==> config.mk <==
export PLATFORM = sky130hd
export DESIGN_NAME = rvex_regfile
export DESIGN_NICKNAME = d
export VERILOG_FILES = /design/src/rtl/core/rvex_pkg.sv /design/src/rtl/core/rvex_ram.sv /design/src/rtl/core/rvex_regfile.sv
export SDC_FILE = /design/constraint.sdc
export NUM_CORES = 1
export LEC_CHECK = 0
export BUFFER_PORTS_ARGS = -buffer_cell sky130_fd_sc_hd__buf_2
export CAP_MARGIN = 20
export CORE_ASPECT_RATIO = 0.8
export CORE_MARGIN = 1.5
export CORE_UTILIZATION = 32
export CTS_CLUSTER_SIZE = 14
export DETAILED_ROUTE_END_ITERATION = 10
export GPL_TIMING_DRIVEN = 0
export PLACE_DENSITY = 0.54
export SLEW_MARGIN = 20
export SYNTH_ARGS = -nofsm -noshare
export SYNTH_HDL_FRONTEND = slang
export SYNTH_SLANG_ARGS = --single-unit
==> constraint.sdc <==
create_clock -name clk -period 2.78 [get_ports clk]
set_input_delay 0.278 -clock clk [delete_from_list [all_inputs] [get_ports clk]]
set_output_delay 0.278 -clock clk [all_outputs]
set_load 0.01 [all_outputs]
==> src/rtl/core/rvex_pkg.sv <==
`default_nettype none
// ----------------------------------------------------------------------------
// rvex_pkg
// Opcodes, minor codes, status codes and the structs shared by the RV32I
// execute unit modules.
// ----------------------------------------------------------------------------
package rvex_pkg;

  localparam int NREGS  = 32;
  localparam int RIDX_W = 5;

  // major opcodes
  localparam logic [6:0] OP_R      = 7'h33;
  localparam logic [6:0] OP_I      = 7'h13;
  localparam logic [6:0] OP_LOAD   = 7'h03;
  localparam logic [6:0] OP_STORE  = 7'h23;
  localparam logic [6:0] OP_BRANCH = 7'h63;
  localparam logic [6:0] OP_JAL    = 7'h6F;
  localparam logic [6:0] OP_JALR   = 7'h67;
  localparam logic [6:0] OP_LUI    = 7'h37;
  localparam logic [6:0] OP_AUIPC  = 7'h17;

  localparam logic [6:0] F7_ALT = 7'h20;

  // ALU minor codes
  localparam logic [2:0] F3_ADD  = 3'd0;
  localparam logic [2:0] F3_SLL  = 3'd1;
  localparam logic [2:0] F3_SLT  = 3'd2;
  localparam logic [2:0] F3_SLTU = 3'd3;
  localparam logic [2:0] F3_XOR  = 3'd4;
  localparam logic [2:0] F3_SR   = 3'd5;
  localparam logic [2:0] F3_OR   = 3'd6;
  localparam logic [2:0] F3_AND  = 3'd7;

  // load / store minor codes
  localparam logic [2:0] F3_B  = 3'd0;
  localparam logic [2:0] F3_H  = 3'd1;
  localparam logic [2:0] F3_W  = 3'd2;
  localparam logic [2:0] F3_BU = 3'd4;
  localparam logic [2:0] F3_HU = 3'd5;

  // branch minor codes
  localparam logic [2:0] F3_BEQ  = 3'd0;
  localparam logic [2:0] F3_BNE  = 3'd1;
  localparam logic [2:0] F3_BLT  = 3'd4;
  localparam logic [2:0] F3_BGE  = 3'd5;
  localparam logic [2:0] F3_BLTU = 3'd6;
  localparam logic [2:0] F3_BGEU = 3'd7;

  // access sizes
  localparam logic [1:0] SZ_B = 2'd0;
  localparam logic [1:0] SZ_H = 2'd1;
  localparam logic [1:0] SZ_W = 2'd2;

  // result status
  localparam logic [1:0] ST_OK     = 2'd0;
  localparam logic [1:0] ST_BAD_OP = 2'd1;
  localparam logic [1:0] ST_BAD_F3 = 2'd2;

  typedef struct packed {
    logic              en;
    logic [RIDX_W-1:0] idx;
    logic [31:0]       data;
  } rvex_rf_wr_t;

  typedef struct packed {
    logic        rd;
    logic        wr;
    logic [1:0]  size;
    logic [31:0] addr;
    logic [31:0] data;
  } rvex_mem_req_t;

  typedef struct packed {
    logic [31:0] val;
    logic        wr;
    logic [31:0] npc;
    logic        taken;
    logic [1:0]  status;
    logic        mem_rd;
    logic        mem_wr;
    logic [1:0]  size;
    logic [31:0] addr;
  } rvex_exec_t;

endpackage
`default_nettype wire

==> src/rtl/core/rvex_ram.sv <==
`default_nettype none
// ----------------------------------------------------------------------------
// rvex_ram
// Generic one-write, one-read RAM with registered read data.
// ----------------------------------------------------------------------------
module rvex_ram #(
  parameter int WIDTH = 8,
  parameter int DEPTH = 1024
) (
  input  wire logic                     clk,
  input  wire logic                     we,
  input  wire logic [$clog2(DEPTH)-1:0] waddr,
  input  wire logic [WIDTH-1:0]         wdata,
  input  wire logic                     re,
  input  wire logic [$clog2(DEPTH)-1:0] raddr,
  output logic      [WIDTH-1:0]         rdata
);

  logic [WIDTH-1:0] mem [DEPTH];

  always_ff @(posedge clk) begin
    if (we) begin
      mem[waddr] <= wdata;
    end
    if (re) begin
      rdata <= mem[raddr];
    end
  end

endmodule
`default_nettype wire

==> src/rtl/core/rvex_regfile.sv <==
`default_nettype none
// ----------------------------------------------------------------------------
// rvex_regfile
// 32 x 32 register file: two RAM copies for two read ports, valid flags so
// that a register never written since reset reads zero. x0 is never written.
// ----------------------------------------------------------------------------
module rvex_regfile (
  input  wire logic                       clk,
  input  wire logic                       rst,
  input  wire logic                       rd_en,
  input  wire logic [rvex_pkg::RIDX_W-1:0] rd_idx1,
  input  wire logic [rvex_pkg::RIDX_W-1:0] rd_idx2,
  input  wire rvex_pkg::rvex_rf_wr_t      wr,
  output logic      [31:0]                rdata1,
  output logic      [31:0]                rdata2
);
  import rvex_pkg::*;

  logic [NREGS-1:0] vld;
  logic             v1;
  logic             v2;
  logic [31:0]      ram1;
  logic [31:0]      ram2;

  rvex_ram #(.WIDTH(32), .DEPTH(NREGS)) u_port1 (
    .clk(clk), .we(wr.en), .waddr(wr.idx), .wdata(wr.data),
    .re(rd_en), .raddr(rd_idx1), .rdata(ram1)
  );

  rvex_ram #(.WIDTH(32), .DEPTH(NREGS)) u_port2 (
    .clk(clk), .we(wr.en), .waddr(wr.idx), .wdata(wr.data),
    .re(rd_en), .raddr(rd_idx2), .rdata(ram2)
  );

  always_ff @(posedge clk) begin
    if (rst) begin
      vld <= '0;
      v1  <= 1'b0;
      v2  <= 1'b0;
    end else begin
      if (wr.en) begin
        vld[wr.idx] <= 1'b1;
      end
      // sample with the RAM read so flag and data line up
      if (rd_en) begin
        v1 <= vld[rd_idx1];
        v2 <= vld[rd_idx2];
      end
    end
  end

  assign rdata1 = v1 ? ram1 : 32'd0;
  assign rdata2 = v2 ? ram2 : 32'd0;

endmodule
`default_nettype wire

==> out/metrics.csv <==
stage,metric,value,unit
global_routing,grt_max_degree,40,
power,leakage,18.66,nW
sta,finalHoldViolCount,0,
placed_design,io_buffers,107,
clock_tree,cts_root_buf,clkbuf_16,
worst_setup_path,start_kind,input pin,
worst_setup_path,crit_fanout,10,
die,die-area,0.1610,mm2
worst_setup_path,crit_top_cell,mux4_2,
die,die_w,448.2,um
detailed_routing,drc,0,
sta,fin_skew,0.02668,ns
clock_tree,clockBufferDepth,3,
synth,syn_area,0.05075,mm2
sta,whs,0.04783,ns
worst_setup_path,required,3.26,ns
synth,synth_seq_area_share,0.6572,
final_layout,multi_input_area,0.01683,mm2
worst_setup_path,worstSetupPathType,in -> reg,
worst_setup_path,arrival,3.31,ns
worst_hold_path,worstHoldPathType,in -> reg,
detailed_routing,drt-pass1-iter-count,5,
final_layout,finish.instance_area,0.05979,mm2
global_routing,grt-ovfl-total,0,
detailed_routing,drtAntennaViolNets,0,
placed_design,placed_cell_area,0.05570,mm2
global_routing,grtUsageTotal,0.2087,
power,powerDensity,646.1,mW/mm2
power,p_sw_frac,0.2266,
die,chipHeight,359.2,um
power,p_clk_frac,0.423,
final_layout,drive_gt1_frac,0.4468,
clock_tree,cts_tree,built,
sta,tightest_slew,1.226,ns
synth,syn_nets,2300,
sta,final_period_minus_worst_setup_slack,2.827,ns
sta,clock.fmax,0.3538,GHz
power,pwr-share-seq,0.492,
power,power.internal,29.87,mW
detailed_routing,wl_per_cell,35.20,um
synth,syn_area_per_cell,22.57,um2
worst_setup_path,cp_cell_sequence,"buf_2, clkbuf_1, clkbuf_2, mux4_2, mux4_2, mux2_2",
die,start_util,0.3227,
detailed_routing,viasPerCell,5.814,
sta,rsz0062_at_grt,false,
placed_design,gp_congestion,0.8053,
worst_setup_path,slowest_stage,clkbuf_1,
clock_tree,clock_latency,0.76,ns
power,comb_power_share,0.085,
synth,synth_cells,2249,
sta,setup_ws,-0.04664,ns
die,core_area,0.1573,mm2
clock_tree,clkSinkCount,1122,
clock_tree,clk_pin_slew,0.06,ns
sta,setup_viol,10,
worst_setup_path,endpoint_kind,register,
synth,ys_ff_latch,1122,
final_layout,regArea,0.03335,mm2
final_layout,fill_cells,14003,
worst_setup_path,critPathMaxStageDelay,0.74,ns
die,fp-row-count,130,
power,ir_drop,0.5569,mV
global_routing,first_global_vias,28940,
die,io_pins,115,
sta,fin_crit_sh,1.017,
clock_tree,cts_buffers,130,
clock_tree,postCtsSetupBuffers,0,
synth,synth.distinct_cells,24,
detailed_routing,vias,27721,
sta,slew_viol_final,0,
detailed_routing,wl,167.8,mm
flow_run,cap_violations,0,
power,power.switching,8.754,mW
sta,relSlewSlack,0.1824,
run_status,violations,negative setup slack,
global_routing,antenna_found_initial,14,
final_layout,syn2layout_area_growth,17.81,%
run_status,status,finished with violations,
final_layout,fin_nets,2607,
detailed_routing,initialDrtViolationCount,3640,
global_routing,grt_pass1_wl,230.8,mm
synth,yosys_warnings,0,
clock_tree,cts_max_level,4,
placed_design,hpwl,117.5,mm
cells in the final DEF (no fill, tap or decap), drive strengths merged:
cell type      count
a211oi             2
a21oi              6
a22oi              8
a311oi             2
and2              66
and3               2
buf              261
bufinv             7
clkbuf           243
clkdlybuf4s15      5
clkinv            36
dfxtp             34
diode             13
dlygate4sd3        2
edfxtp          1088
inv                5
mux2              64
mux2i             32
mux4             640
nand2             12
nand2b             4
nand3             10
nand3b             5
nor2             102
nor2b              4
or3                1
or3b               2
metrics by stage:
stage	setup TNS, ns	util	std cells	total power [mW]	setup slack, ns
detailed placement	-64.67	0.3541	4535	22.64	-1.112
CTS	0	0.3798	4754	38.88	0.007080
global placement	-2538.52	0.3429	4468	22.50	-2.783
finish	-0.1265	0.3801	4768	38.63	-0.04664
floorplan	0	-	2249	21.18	0.03563
global route	0	0.3799	4757	39.66	0.02401
synth_stat cells (all sizes together):
| cell | count | area share |
|---|---|---|
| and2 | 66 | 0.0081 |
| and3 | 2 | 0.00025 |
| nand2 | 12 | 0.00089 |
| dfxtp | 34 | 0.013 |
| nand2b | 4 | 0.00049 |
| nor2b | 4 | 0.00049 |
| clkbuf | 73 | 0.0054 |
| a21oi | 6 | 0.00059 |
| or3 | 1 | 0.00012 |
| nand3b | 5 | 0.00074 |
| or3b | 2 | 0.00035 |
| a311oi | 2 | 0.00035 |
| a22oi | 8 | 0.0012 |
| nor2 | 102 | 0.0075 |
| a211oi | 2 | 0.00030 |
| mux2i | 32 | 0.0063 |
| mux4 | 640 | 0.28 |
| mux2 | 64 | 0.014 |
| nand3 | 10 | 0.00099 |
| buf | 92 | 0.010 |
| edfxtp | 1088 | 0.64 |
logic make-up after synthesis:
logic type | Yosys count | share of synthesized area
multiplexers | 736 | 0.3045
flip-flops | 1122 | 0.6572
AO/OA/AOI/OAI | 18 | 0.002416
AND/OR/NAND/NOR | 208 | 0.01999
buffers and inverters | 165 | 0.01588
worst max-delay path, delay by kind of cell:
kind | cells | cell delay [ns]
buffers and inverters | 3 | 1.67
multiplexers | 3 | 1.32
final cells by class:
cell class                      count  area share
Clock inverter                     48    0.006864
Multi-Input combinational cell    962      0.2815
Timing Repair Buffer              177     0.03493
Antenna cell                       13   0.0005441
Buffer                            163     0.01457
Tap cell                         2112     0.04420
Sequential cell                  1122      0.5579
Clock buffer                      171     0.05948
flip-flops by register name, summed over array words and instances (netlist names):
| register | count |
|---|---|
| v1 | 1 |
| u_port2.rdata | 32 |
| u_port2.mem | 992 |
| v2 | 1 |
| vld | 32 |
| u_port1.rdata | 32 |
| u_port1.mem | 32 |
power by group through the flow:
stage	sequential (mW)	clock (mW)	combinational (mW)
3_5_place_dp	19.4	0	3.29
6_report	19.0	16.3	3.28
2_1_floorplan	19.3	0	1.88
5_1_grt	19.0	17.2	3.41
4_1_cts	19.0	16.6	3.29
3_3_place_gp	19.3	0	3.15
metal layers:
metal / GRT usage / part of all wire / up-vias
met1: 0.2807 / 0.40 / 15278
met4: 0.07557 / 0.032 / 4
met5: 0 / 0.00020 / -
met2: 0.3317 / 0.48 / 1584
li1: - / - / 10557
met3: 0.04697 / 0.090 / 298
timing repair:
action	in CTS	in global routing
gates resized for setup	25	0
hold buffers	2	0
endpoints found under the setup margin	90	0
endpoints found under the hold margin	11	0
path summary, 6_finish.rpt:
| path | start | cells past startpoint | slack, ns | to |
|---|---|---|---|---|
| setup / recovery | rd_idx2[1] | 6 | -0.05 | u_port2.rdata[1]$_DFFE_PP_ |
| hold / removal | wr[1] | 1 | 0.05 | u_port2.mem[0][1]$_DFFE_PP_ |
| setup reg to reg | u_port2.mem[15][29]$_DFFE_PP_ | 3 | 0.74 | u_port2.rdata[29]$_DFFE_PP_ |
| hold reg to reg | vld[27]$_SDFFE_PP0P_ | 2 | 0.50 | vld[27]$_SDFFE_PP0P_ |
No activity file was read; power rests on OpenSTA's default activity.
